## config.mk

```make
export PLATFORM = sky130hd
export DESIGN_NAME = triple_buffer_swap_controller
export DESIGN_NICKNAME = d
export VERILOG_FILES = /design/src/sv/tbsc_pkg.sv /design/src/sv/tbsc_in_stage.sv /design/src/sv/tbsc_core.sv /design/src/sv/tbsc_out_reg.sv /design/src/sv/triple_buffer_swap_controller.sv
export SDC_FILE = /design/constraint.sdc
export NUM_CORES = 1
export LEC_CHECK = 0
export BUFFER_PORTS_ARGS = -buffer_cell sky130_fd_sc_hd__buf_4
export CAP_MARGIN = 15
export CORE_UTILIZATION = 60
export CTS_BUF_LIST = sky130_fd_sc_hd__clkbuf_8
export CTS_CLUSTER_DIAMETER = 150
export DETAILED_ROUTE_END_ITERATION = 10
export HOLD_SLACK_MARGIN = 0.06
export PLACE_DENSITY = 0.89
export SETUP_SLACK_MARGIN = 0.3
export SLEW_MARGIN = 25
export SYNTH_ARGS = -nofsm -noshare
export SYNTH_HDL_FRONTEND = slang
export SYNTH_SLANG_ARGS = --single-unit
export TNS_END_PERCENT = 5
```

## constraint.sdc

```tcl
create_clock -name clk -period 4 [get_ports clk]
set_clock_uncertainty 0.2 [all_clocks]
set_input_delay 0.4 -clock clk [delete_from_list [all_inputs] [get_ports clk]]
set_output_delay 0.4 -clock clk [all_outputs]
set_load 0.05 [all_outputs]
```

## src/sv/tbsc_pkg.sv

```systemverilog
// shared types and constants of the triple buffer swap controller
package tbsc_pkg;

  localparam int BUF_CNT = 3;
  localparam int IDX_W = 2;
  localparam int CNT_W = $clog2(BUF_CNT + 1);
  localparam int SUM_W = $clog2(2 * BUF_CNT);
  localparam int PC_W = 8;
  localparam int SKIP_W = 8;
  localparam int BLANK_W = 9;
  localparam int FREE_W = 2;

  localparam logic [PC_W-1:0] PC_MAX = 8'hFF;
  localparam logic [PC_W-1:0] PC_INIT = PC_MAX - 8'd1;
  localparam logic [FREE_W-1:0] FREE_MAX = 2'd3;
  localparam logic [IDX_W-1:0] INIT_ZERO_IDX = IDX_W'(1);
  localparam logic [IDX_W-1:0] INIT_SHOWN = IDX_W'(BUF_CNT - 1);

  typedef enum logic [1:0] {
    KIND_VBLANK      = 2'd0,
    KIND_RENDER_DONE = 2'd1,
    KIND_ACQUIRE     = 2'd2,
    KIND_RECOVER     = 2'd3
  } kind_t;

  typedef struct packed {
    kind_t            kind;
    logic [IDX_W-1:0] done_index;
  } event_t;

  typedef struct packed {
    logic              shown_valid;
    logic [IDX_W-1:0]  shown_index;
    logic              granted;
    logic [IDX_W-1:0]  grant_index;
    logic              acquire_error;
    logic [FREE_W-1:0] free_buffers;
    logic              frame_blocked;
  } result_t;

  // ring position wrap; the sum stays below twice the depth
  function automatic logic [IDX_W-1:0] wrap_idx(input logic [SUM_W-1:0] s);
    logic [SUM_W-1:0] w;
    w = (s >= SUM_W'(BUF_CNT)) ? s - SUM_W'(BUF_CNT) : s;
    return w[IDX_W-1:0];
  endfunction

endpackage

```

## src/sv/tbsc_in_stage.sv

```systemverilog
// input register of the event channel
module tbsc_in_stage (
  input  logic            clk,
  input  logic            rst_n,
  input  logic            in_valid,
  output logic            in_stall,
  input  logic [1:0]      in_kind,
  input  logic [1:0]      in_done_index,
  input  logic            advance,
  output logic            stage_valid,
  output tbsc_pkg::event_t stage_ev
);
  import tbsc_pkg::*;

  logic   stage_valid_r, stage_valid_nxt;
  event_t stage_ev_r;
  logic   accept;

  // stall only when the held transaction cannot move on
  assign in_stall = stage_valid_r && !advance;
  assign accept   = in_valid && !in_stall;

  always_comb begin
    stage_valid_nxt = stage_valid_r;
    if (accept) begin
      stage_valid_nxt = 1'b1;
    end else if (advance) begin
      stage_valid_nxt = 1'b0;
    end
  end

  always_ff @(posedge clk) begin
    if (!rst_n) begin
      stage_valid_r <= 1'b0;
    end else begin
      stage_valid_r <= stage_valid_nxt;
    end
  end

  // payload capture
  always_ff @(posedge clk) begin
    if (accept) begin
      stage_ev_r.kind       <= kind_t'(in_kind);
      stage_ev_r.done_index <= in_done_index;
    end
  end

  assign stage_valid = stage_valid_r;
  assign stage_ev    = stage_ev_r;
endmodule

```

## src/sv/tbsc_core.sv

```systemverilog
// buffer state and the per-event update logic
module tbsc_core (
  input  logic              clk,
  input  logic              rst_n,
  input  logic              cfg_we,
  input  logic [7:0]        cfg_wdata,
  input  logic              fire,
  input  tbsc_pkg::event_t  ev,
  output tbsc_pkg::result_t res
);
  import tbsc_pkg::*;

  logic [PC_W-1:0]    pc_r [BUF_CNT];
  logic [PC_W-1:0]    pc_nxt [BUF_CNT];
  logic [IDX_W-1:0]   rq_r [BUF_CNT];
  logic [IDX_W-1:0]   rq_nxt [BUF_CNT];
  logic [IDX_W-1:0]   head_r, head_nxt;
  logic [CNT_W-1:0]   count_r, count_nxt;
  logic [IDX_W-1:0]   shown_r, shown_nxt;
  logic [FREE_W-1:0]  free_r, free_nxt;
  logic               blocked_r, blocked_nxt;
  logic [BLANK_W-1:0] blank_r, blank_nxt;
  logic [SKIP_W-1:0]  skip_r;

  logic [BLANK_W-1:0] blank_inc;
  logic [IDX_W-1:0]   pop_idx;
  logic [IDX_W-1:0]   push_pos;
  logic               found;
  logic [IDX_W-1:0]   found_idx;
  logic               shown_valid, granted, acq_err;
  logic [IDX_W-1:0]   grant_idx;

  // frame skip register
  always_ff @(posedge clk) begin
    if (!rst_n) begin
      skip_r <= '0;
    end else if (cfg_we) begin
      skip_r <= cfg_wdata;
    end
  end

  assign blank_inc = blank_r + BLANK_W'(1);
  assign pop_idx   = rq_r[head_r];
  assign push_pos  = wrap_idx(SUM_W'(head_r) + SUM_W'(count_r));

  // lowest buffer with a zero pass counter
  always_comb begin
    found     = 1'b0;
    found_idx = '0;
    for (int i = BUF_CNT - 1; i >= 0; i--) begin
      if (pc_r[i] == '0) begin
        found     = 1'b1;
        found_idx = IDX_W'(i);
      end
    end
  end

  // event update
  always_comb begin
    pc_nxt      = pc_r;
    rq_nxt      = rq_r;
    head_nxt    = head_r;
    count_nxt   = count_r;
    shown_nxt   = shown_r;
    free_nxt    = free_r;
    blocked_nxt = blocked_r;
    blank_nxt   = blank_r;
    shown_valid = 1'b0;
    granted     = 1'b0;
    grant_idx   = '0;
    acq_err     = 1'b0;
    unique case (ev.kind)
      KIND_VBLANK: begin
        blank_nxt = blank_inc;
        if (blank_inc > BLANK_W'(skip_r)) begin
          blank_nxt = '0;
          if (count_r != '0) begin
            head_nxt          = wrap_idx(SUM_W'(head_r) + SUM_W'(1));
            count_nxt         = count_r - CNT_W'(1);
            pc_nxt[pop_idx]   = pc_r[pop_idx] + PC_W'(1);
            // released buffer clears after the bump, so it wins on a repeat
            pc_nxt[shown_r]   = '0;
            if (free_r != FREE_MAX) begin
              free_nxt = free_r + FREE_W'(1);
            end
            shown_nxt   = pop_idx;
            shown_valid = 1'b1;
          end
        end
      end
      KIND_RENDER_DONE: begin
        if (ev.done_index < IDX_W'(BUF_CNT)) begin
          pc_nxt[ev.done_index] = pc_r[ev.done_index] + PC_W'(1);
          if (count_r < CNT_W'(BUF_CNT)) begin
            rq_nxt[push_pos] = ev.done_index;
            count_nxt        = count_r + CNT_W'(1);
          end
          blocked_nxt = 1'b0;
        end
      end
      KIND_ACQUIRE: begin
        if (free_r != '0 && !blocked_r) begin
          if (found) begin
            granted     = 1'b1;
            grant_idx   = found_idx;
            free_nxt    = free_r - FREE_W'(1);
            blocked_nxt = 1'b1;
          end else begin
            acq_err = 1'b1;
          end
        end
      end
      KIND_RECOVER: begin
        free_nxt    = FREE_W'(1);
        blocked_nxt = 1'b0;
      end
      default: begin
      end
    endcase
  end

  // control state
  always_ff @(posedge clk) begin
    if (!rst_n) begin
      for (int i = 0; i < BUF_CNT; i++) begin
        pc_r[i] <= (IDX_W'(i) == INIT_ZERO_IDX) ? '0 : PC_INIT;
        rq_r[i] <= '0;
      end
      head_r    <= '0;
      count_r   <= CNT_W'(1);
      shown_r   <= INIT_SHOWN;
      free_r    <= FREE_W'(1);
      blocked_r <= 1'b0;
      blank_r   <= '0;
    end else if (fire) begin
      pc_r      <= pc_nxt;
      rq_r      <= rq_nxt;
      head_r    <= head_nxt;
      count_r   <= count_nxt;
      shown_r   <= shown_nxt;
      free_r    <= free_nxt;
      blocked_r <= blocked_nxt;
      blank_r   <= blank_nxt;
    end
  end

  assign res.shown_valid   = shown_valid;
  assign res.shown_index   = shown_nxt;
  assign res.granted       = granted;
  assign res.grant_index   = grant_idx;
  assign res.acquire_error = acq_err;
  assign res.free_buffers  = free_nxt;
  assign res.frame_blocked = blocked_nxt;
endmodule

```

## src/sv/tbsc_out_reg.sv

```systemverilog
// result register of the output channel
module tbsc_out_reg (
  input  logic              clk,
  input  logic              rst_n,
  input  logic              fire,
  input  tbsc_pkg::result_t res,
  input  logic              out_stall,
  output logic              advance,
  output logic              out_valid,
  output tbsc_pkg::result_t out_res
);
  import tbsc_pkg::*;

  logic    out_valid_r, out_valid_nxt;
  result_t out_res_r;

  // register may load when empty or when its transaction is taken
  assign advance = !out_valid_r || !out_stall;

  always_comb begin
    out_valid_nxt = out_valid_r;
    if (advance) begin
      out_valid_nxt = fire;
    end
  end

  always_ff @(posedge clk) begin
    if (!rst_n) begin
      out_valid_r <= 1'b0;
    end else begin
      out_valid_r <= out_valid_nxt;
    end
  end

  always_ff @(posedge clk) begin
    if (fire) begin
      out_res_r <= res;
    end
  end

  assign out_valid = out_valid_r;
  assign out_res   = out_res_r;
endmodule

```

## src/sv/triple_buffer_swap_controller.sv

```systemverilog
// an event passes the input register, then the result register; out_stall can hold it between
// throughput: one event per cycle unless stalled; state update is one pass through tbsc_core
// a held result does not block a new input while the input register is free
// reset: synchronous active low; pass counters 254 except buffer 1 at 0, buffer 2 shown,
// ready queue holds buffer 0, one free buffer, frame skip 0; no clearing pass
module triple_buffer_swap_controller (
  input  logic       clk,
  input  logic       rst_n,
  input  logic       cfg_we,
  input  logic [7:0] cfg_wdata,
  input  logic       in_valid,
  output logic       in_stall,
  input  logic [1:0] in_kind,
  input  logic [1:0] in_done_index,
  output logic       out_valid,
  input  logic       out_stall,
  output logic       out_shown_valid,
  output logic [1:0] out_shown_index,
  output logic       out_granted,
  output logic [1:0] out_grant_index,
  output logic       out_acquire_error,
  output logic [1:0] out_free_buffers,
  output logic       out_frame_blocked
);
  import tbsc_pkg::*;

  logic    advance;
  logic    stage_valid;
  logic    fire;
  event_t  stage_ev;
  result_t res;
  result_t out_res;

  tbsc_in_stage u_in (
    .clk           (clk),
    .rst_n         (rst_n),
    .in_valid      (in_valid),
    .in_stall      (in_stall),
    .in_kind       (in_kind),
    .in_done_index (in_done_index),
    .advance       (advance),
    .stage_valid   (stage_valid),
    .stage_ev      (stage_ev)
  );

  assign fire = stage_valid && advance;

  tbsc_core u_core (
    .clk       (clk),
    .rst_n     (rst_n),
    .cfg_we    (cfg_we),
    .cfg_wdata (cfg_wdata),
    .fire      (fire),
    .ev        (stage_ev),
    .res       (res)
  );

  tbsc_out_reg u_out (
    .clk       (clk),
    .rst_n     (rst_n),
    .fire      (fire),
    .res       (res),
    .out_stall (out_stall),
    .advance   (advance),
    .out_valid (out_valid),
    .out_res   (out_res)
  );

  assign out_shown_valid   = out_res.shown_valid;
  assign out_shown_index   = out_res.shown_index;
  assign out_granted       = out_res.granted;
  assign out_grant_index   = out_res.grant_index;
  assign out_acquire_error = out_res.acquire_error;
  assign out_free_buffers  = out_res.free_buffers;
  assign out_frame_blocked = out_res.frame_blocked;
endmodule

```

Word level (Yosys, flattened, before mapping)
Index checks and enable logic that the tools add are counted.
Widths: inputs -> output; s select.
{"block": "totals", "regBits": 72, "input_bits": 17, "elab_cells": 154}
{"block": "classes", "n_bitwise": 10, "n_addsub": 11, "reduce_logical": 31, "magnitude_cmp": 14, "eq_ne": 8, "n_mux": 55}
{"cell": "$mux 24", "count": 3}
{"cell": "$mux 8", "count": 7}
{"cell": "$bwmux 24", "count": 2}
{"cell": "$demux 8 s2", "count": 3}
{"cell": "$pmux 24 s2", "count": 1}
{"cell": "$mux 2", "count": 18}
{"cell": "$bmux 8 s2", "count": 2}
{"cell": "$and 24x24->24", "count": 1}
{"cell": "$logic_not 8->1", "count": 3}
{"cell": "$not 24->24", "count": 1}
{"cell": "$add 8x1->8 const B", "count": 2}
{"cell": "$ge 3x3->1 const B", "count": 5}
{"cell": "$not 2->3", "count": 5}
{"cell": "$lt 3x1->1 const B", "count": 4}
{"cell": "$mux 1", "count": 12}
{"cell": "$add 9x1->9 const B", "count": 1}
{"cell": "$gt 9x8->1", "count": 1}
{"cell": "$mux 9", "count": 1}
{"cell": "$logic_and 1x1->1", "count": 8}
{"cell": "$ne 2x1->1 const B", "count": 4}
{"cell": "$reduce_and 4->1", "count": 2}
{"cell": "$reduce_bool 2->1", "count": 4}
{"cell": "$bwmux 6", "count": 1}
{"cell": "$ge 3x2->1 const B", "count": 2}
{"cell": "23 further kinds", "count": 36}

Logic depth before layout (Yosys ltp)
{"block": "depth", "ltp_word": 14, "mapped_depth": 13, "ltp_nobuf": 12}

Modules after synthesis
A second synthesis with hierarchy kept.
{"block": "unflattened", "cells_unflattened": 522, "hier_area_um2": 4476.8}
{"mod": "tbsc_core", "area_per_inst_um2": 3967.6, "cells_each": 499, "n_inst": 1}
{"mod": "tbsc_out_reg", "area_per_inst_um2": 335.3, "cells_each": 14, "n_inst": 1}
{"mod": "tbsc_in_stage", "area_per_inst_um2": 167.7, "cells_each": 8, "n_inst": 1}
{"mod": "triple_buffer_swap_controller", "area_per_inst_um2": 6.3, "cells_each": 1, "n_inst": 1}

Worst setup path before layout
Ideal clock, no wire load.
{"block": "synth_path", "path_kind": "register to register", "startpoint": "register u_core.blank_r[0]", "endpoint": "register u_core.pc_r[6] (netlist name)", "path_stages_with_launch": 13, "slack_ps": 748, "setup_ps": 64, "arrival_time_ps": 2988, "cell_sequence": "dfxtp_1 and3_1 and3_1 and3_1 xor2_1 ha_1 and3_1 or3b_2 o211ai_1 a211oi_2 nor2_1 or4_1 nand4_1"}
{"block": "synth_via", "elab_chain_len": 4}
{"element": "from (decl)", "line_no": "tbsc_core.sv:22", "source": "logic [BLANK_W-1:0] blank_r, blank_nxt;"}
{"element": "from (signal assigned)", "line_no": "tbsc_core.sv:143", "source": "blank_r <= blank_nxt;"}
{"element": "$add 9x1->9", "line_no": "tbsc_core.sv:42", "source": "assign blank_inc = blank_r + BLANK_W'(1);"}
{"element": "$gt 9x8->1", "line_no": "tbsc_core.sv:75", "source": "if (blank_inc > BLANK_W'(skip_r)) begin"}
{"element": "$ne 2x1->1 (no line)"}
{"element": "$reduce_and 5->1 (no line)"}
{"element": "to (signal, indexed assignment)", "line_no": "tbsc_core.sv:126", "source": "pc_r[i] <= (IDX_W'(i) == INIT_ZERO_IDX) ? '0 : PC_INIT;"}
{"element": "to (signal assigned)", "line_no": "tbsc_core.sv:136", "source": "pc_r <= pc_nxt;"}
{"element": "to (decl)", "line_no": "tbsc_core.sv:13", "source": "logic [PC_W-1:0] pc_r [BUF_CNT];"}
No other way between the ends.
A chain may end at the register's enable or synchronous reset.

Worst setup path in the final report
{"block": "layout_path", "startpoint": "register u_core.blank_r[2]", "endpoint": "register u_core.count_r[1]"}
{"block": "layout_via", "elab_chain_len": 4}
{"element": "$add 9x1->9", "line_no": "tbsc_core.sv:42"}
{"element": "$gt 9x8->1", "line_no": "tbsc_core.sv:75"}
{"element": "$ne 2x1->1 (no line)"}
{"element": "$reduce_and 6->1 (no line)"}
{"element": "to (signal assigned)", "line_no": "tbsc_core.sv:139", "source": "count_r <= count_nxt;"}
{"element": "to (decl)", "line_no": "tbsc_core.sv:18", "source": "logic [CNT_W-1:0] count_r, count_nxt;"}
No other way between the ends.

==> impl_metrics.env <==
export IMPL_run_status="finished clean"
export IMPL_tightest_slew_ps=860.2
export IMPL_die_y_um=88.80
export IMPL_drt_iter0_markers=555
export IMPL_min_path_type="in2reg"
export IMPL_area_growth_pct=12.01
export IMPL_grt_overflow_total=0
export IMPL_grt_max_degree=23
export IMPL_start_util_pct=62.33
export IMPL_place_ws_ps=417.5
export IMPL_first_pass_iters=7
export IMPL_max_slew_margin_pct=42.22
export IMPL_startpoint="u_core.blank_r[2]"
export IMPL_die_x_um=88.80
export IMPL_numCtsBuffers=9
export IMPL_syn_inst=538
export IMPL_grt_util_all_layers_pct=34.77
export IMPL_r2r_end="u_core.count_r[1]"
export IMPL_p_comb_share_pct=14.7
export IMPL_ant_nets=0
export IMPL_swShare_pct=30.08
export IMPL_yosysTopAreaCell="dfxtp_1"
export IMPL_rows=31
export IMPL_io_buffer_count=28
export IMPL_yosysTopAreaCellShare_pct=25.69
export IMPL_worstPathMaxFanout=5
export IMPL_synthSimpleGateAreaFrac_pct=22.59
export IMPL_syn_area_per_cell_um2=8.403
export IMPL_finalWirelength_um=12890
export IMPL_ys_ff_latch=72
export IMPL_drcViolationCount=0
export IMPL_n_fill_cell=589
export IMPL_synth_warnings=0
export IMPL_synthDistinctLibCells=63
export IMPL_endpoint="u_core.count_r[1]"
export IMPL_synth_compound_area_share_pct=20.62
export IMPL_synth_top_family_by_area="simple AND/OR/NAND/NOR gates"
export IMPL_synthesis_area_um2=4521
export IMPL_ios=29
export IMPL_powerDensity_nw_per_um2=302.6
export IMPL_ctsLongestPathBuffers=2
export IMPL_crit_arrival_ps=3650
export IMPL_p_leak_nw=1.974
export IMPL_seq_area_um2=1582
export IMPL_reg2reg_from="u_core.blank_r[2]"
export IMPL_ys_async_sr_fraction_pct=0
export IMPL_grt_pass1_wl_um=20380
export IMPL_synth_most_common_cell="nand2_1"
export IMPL_dpl_hpwl_um=9516
export IMPL_setup_slack_ps=370.1
export IMPL_antenna_found_initial=0
export IMPL_synthTopCellsByArea="dfxtp_1 (26%), edfxtp_1 (9.3%), mux2i_1 (6.6%), nand2_1 (5.1%), nor2_1 (4.7%)"
export IMPL_clk_latency_ps=360
export IMPL_post_drt_wl_per_cell_um=19.17
export IMPL_clockRootBuffer="clkbuf_8"
export IMPL_finalHoldViolCount=0
export IMPL_worstSetupPathType="reg2reg"
export IMPL_startpoint_type="register"
export IMPL_viasPerCell=6.536
export IMPL_cp_required_ps=4020
export IMPL_muxShareOfSynthArea_pct=7.971
export IMPL_period_share_pct=90.75
export IMPL_post_cts_buffers=0
export IMPL_n_antenna_cell=0
export IMPL_cts_max_level=3
export IMPL_setup_viol=0
export IMPL_synth_fa_ha_area_share_pct=4.595
export IMPL_slew_violations=0
export IMPL_cts_sinks=72
export IMPL_cts_tree="yes"
export IMPL_die_area_um2=7885
export IMPL_clkTransAtPathRegs_ps=80
export IMPL_synth_ff_type="dfxtp_1"
export IMPL_grt_pass1_vias=3972
export IMPL_globalplace_congestion=0.9872
export IMPL_r2r_cells=12
export IMPL_rsz0062_at_grt="yes"
export IMPL_synth_xor_area_share_pct=4.456
export IMPL_vias=4392
export IMPL_synth_edf_count=14
export IMPL_r2r_slack_ps=370
export IMPL_synthTopCellsByCount="nand2_1 (61), dfxtp_1 (58), nor2_1 (57)"
export IMPL_syn_num_nets=571
export IMPL_switching_power_mw=0.4609
export IMPL_drive_gt1_share_pct=12.91
export IMPL_synth_seq_area_share_pct=34.98
export IMPL_p_seq_share_pct=51.4
export IMPL_p_clk_share_pct=33.9
export IMPL_max_freq_ghz=0.2755
export IMPL_tns_ps=0
export IMPL_num_nets_final=601
export IMPL_multi_input_area_um2=2745
export IMPL_period_minus_slack_ps=3630
export IMPL_drv_cap=0
export IMPL_core_um2=7253
export IMPL_vdd_ir_drop_max_uv=234.5
export IMPL_worstSetupEndpointType="register"
export IMPL_intPower_mw=1.071
==> cells in the final DEF (no fill, tap or decap), drive strengths merged, types with 8 or more instances in the layout <==
| master | netlist | layout |
|---|---|---|
| a21oi | 17 | 17 |
| o211ai | 11 | 11 |
| o22ai | 13 | 13 |
| and3 | 15 | 15 |
| mux2i | 31 | 31 |
| nor3 | 8 | 8 |
| o21ai | 35 | 35 |
| ha | 15 | 15 |
| xor2 | 16 | 16 |
| nor2b | 8 | 8 |
| nand2b | 8 | 8 |
| nand3 | 16 | 16 |
| nand2 | 61 | 61 |
| buf | 10 | 40 |
| inv | 25 | 27 |
| dfxtp | 58 | 58 |
| clkbuf | 15 | 9 |
| edfxtp | 14 | 14 |
| nor2 | 57 | 57 |
==> final cells by class <==
class | instances | share of cell area, %
Clock buffer | 9 | 2.446
Clock inverter | 7 | 0.9390
Inverter | 26 | 1.927
Multi-Input combinational cell | 415 | 54.21
Sequential cell | 72 | 31.23
Tap cell | 99 | 2.446
Timing Repair Buffer | 44 | 6.795
==> stage by stage <==
stage / hold slack [ps] / std cells / total power [mW] / cell area, µm² / util, %
final: 81.12 / 672 / 1.532 / 5064 / 69.81
after global routing: 96.34 / 672 / 1.591 / 5064 / 69.81
after CTS: 85.09 / 672 / 1.524 / 5037 / 69.45
after detailed placement: 278.3 / 652 / 1.017 / 4826 / 66.53
after global placement: 256.6 / 652 / 1.008 / 4826 / 66.53
after floorplan: 244.3 / 538 / 0.9460 / 4521 / -
==> power groups by stage <==
stage	registers, mW	clock network, mW	logic [mW]
detailed placement	0.803	0	0.214
global placement	0.801	0	0.207
global route	0.790	0.559	0.242
CTS	0.786	0.520	0.219
finish	0.787	0.520	0.225
floorplan	0.810	0	0.136
==> how the worst min path moves through the flow <==
stage / slack [ps] / cells after the start / from / end
final: 80 / 3 / cfg_wdata[7] / u_core.skip_r[7]
after global routing: 100 / 3 / cfg_wdata[5] / u_core.skip_r[5]
after CTS: 90 / 3 / cfg_wdata[7] / u_core.skip_r[7]
after detailed placement: 280 / 2 / u_core.free_r[1] / u_core.free_r[1]
after global placement: 260 / 2 / u_core.blank_r[1] / u_core.blank_r[1]
after floorplan: 240 / 2 / u_core.blank_r[1] / u_core.blank_r[1]
==> metal layers <==
metal / share of wire, % / vias up / GRT usage [%]
li1: - / 2027 / -
met1: 39 / 2071 / 43.21
met2: 48 / 244 / 57.55
met3: 8.7 / 50 / 7.836
met4: 3.8 / 0 / 15.84
met5: 0 / - / 0
==> repair_timing <==
action                                  in CTS  in global routing
endpoints found under the setup margin       0                 26
endpoints found under the hold margin        4                  0
gates resized for setup                      0                  7
hold buffers                                 4                  0
==> cells by family (layout without fill, tap and decap cells) <==
group                    count (synthesis)  in the layout
AO/OA/AOI/OAI                          134            134
XOR/XNOR                                23             23
adder cells (fa/ha/maj)                 16             16
buffers and inverters                   51             86
flip-flops                              72             72
multiplexers                            34             34
AND/OR/NAND/NOR                        208            208
==> sequential cells by signal, indices dropped and copies added, names as in the netlist, 2 cells and up <==
name / flops
u_core.shown_r: 2
u_core.skip_r: 8
u_core.pc_r: 24
u_core.free_r: 2
u_in.stage_ev: 4
u_out.out_res: 10
u_core.head_r: 2
u_core.count_r: 2
u_core.blank_r: 9
u_core.rq_r: 6
==> worst max-delay path: stages (launching register included) <==
cell and delay [ps]:
dfxtp_1 400, and3_1 250, and3_1 250, and3_1 190, xor2_1 200, ha_1 290
and3_1 170, or3b_2 190, o211ai_1 170, a211oi_1 530, o21ai_0 310, o211ai_1 250
o31ai_1 100
(Power assumes the default switching activity.)
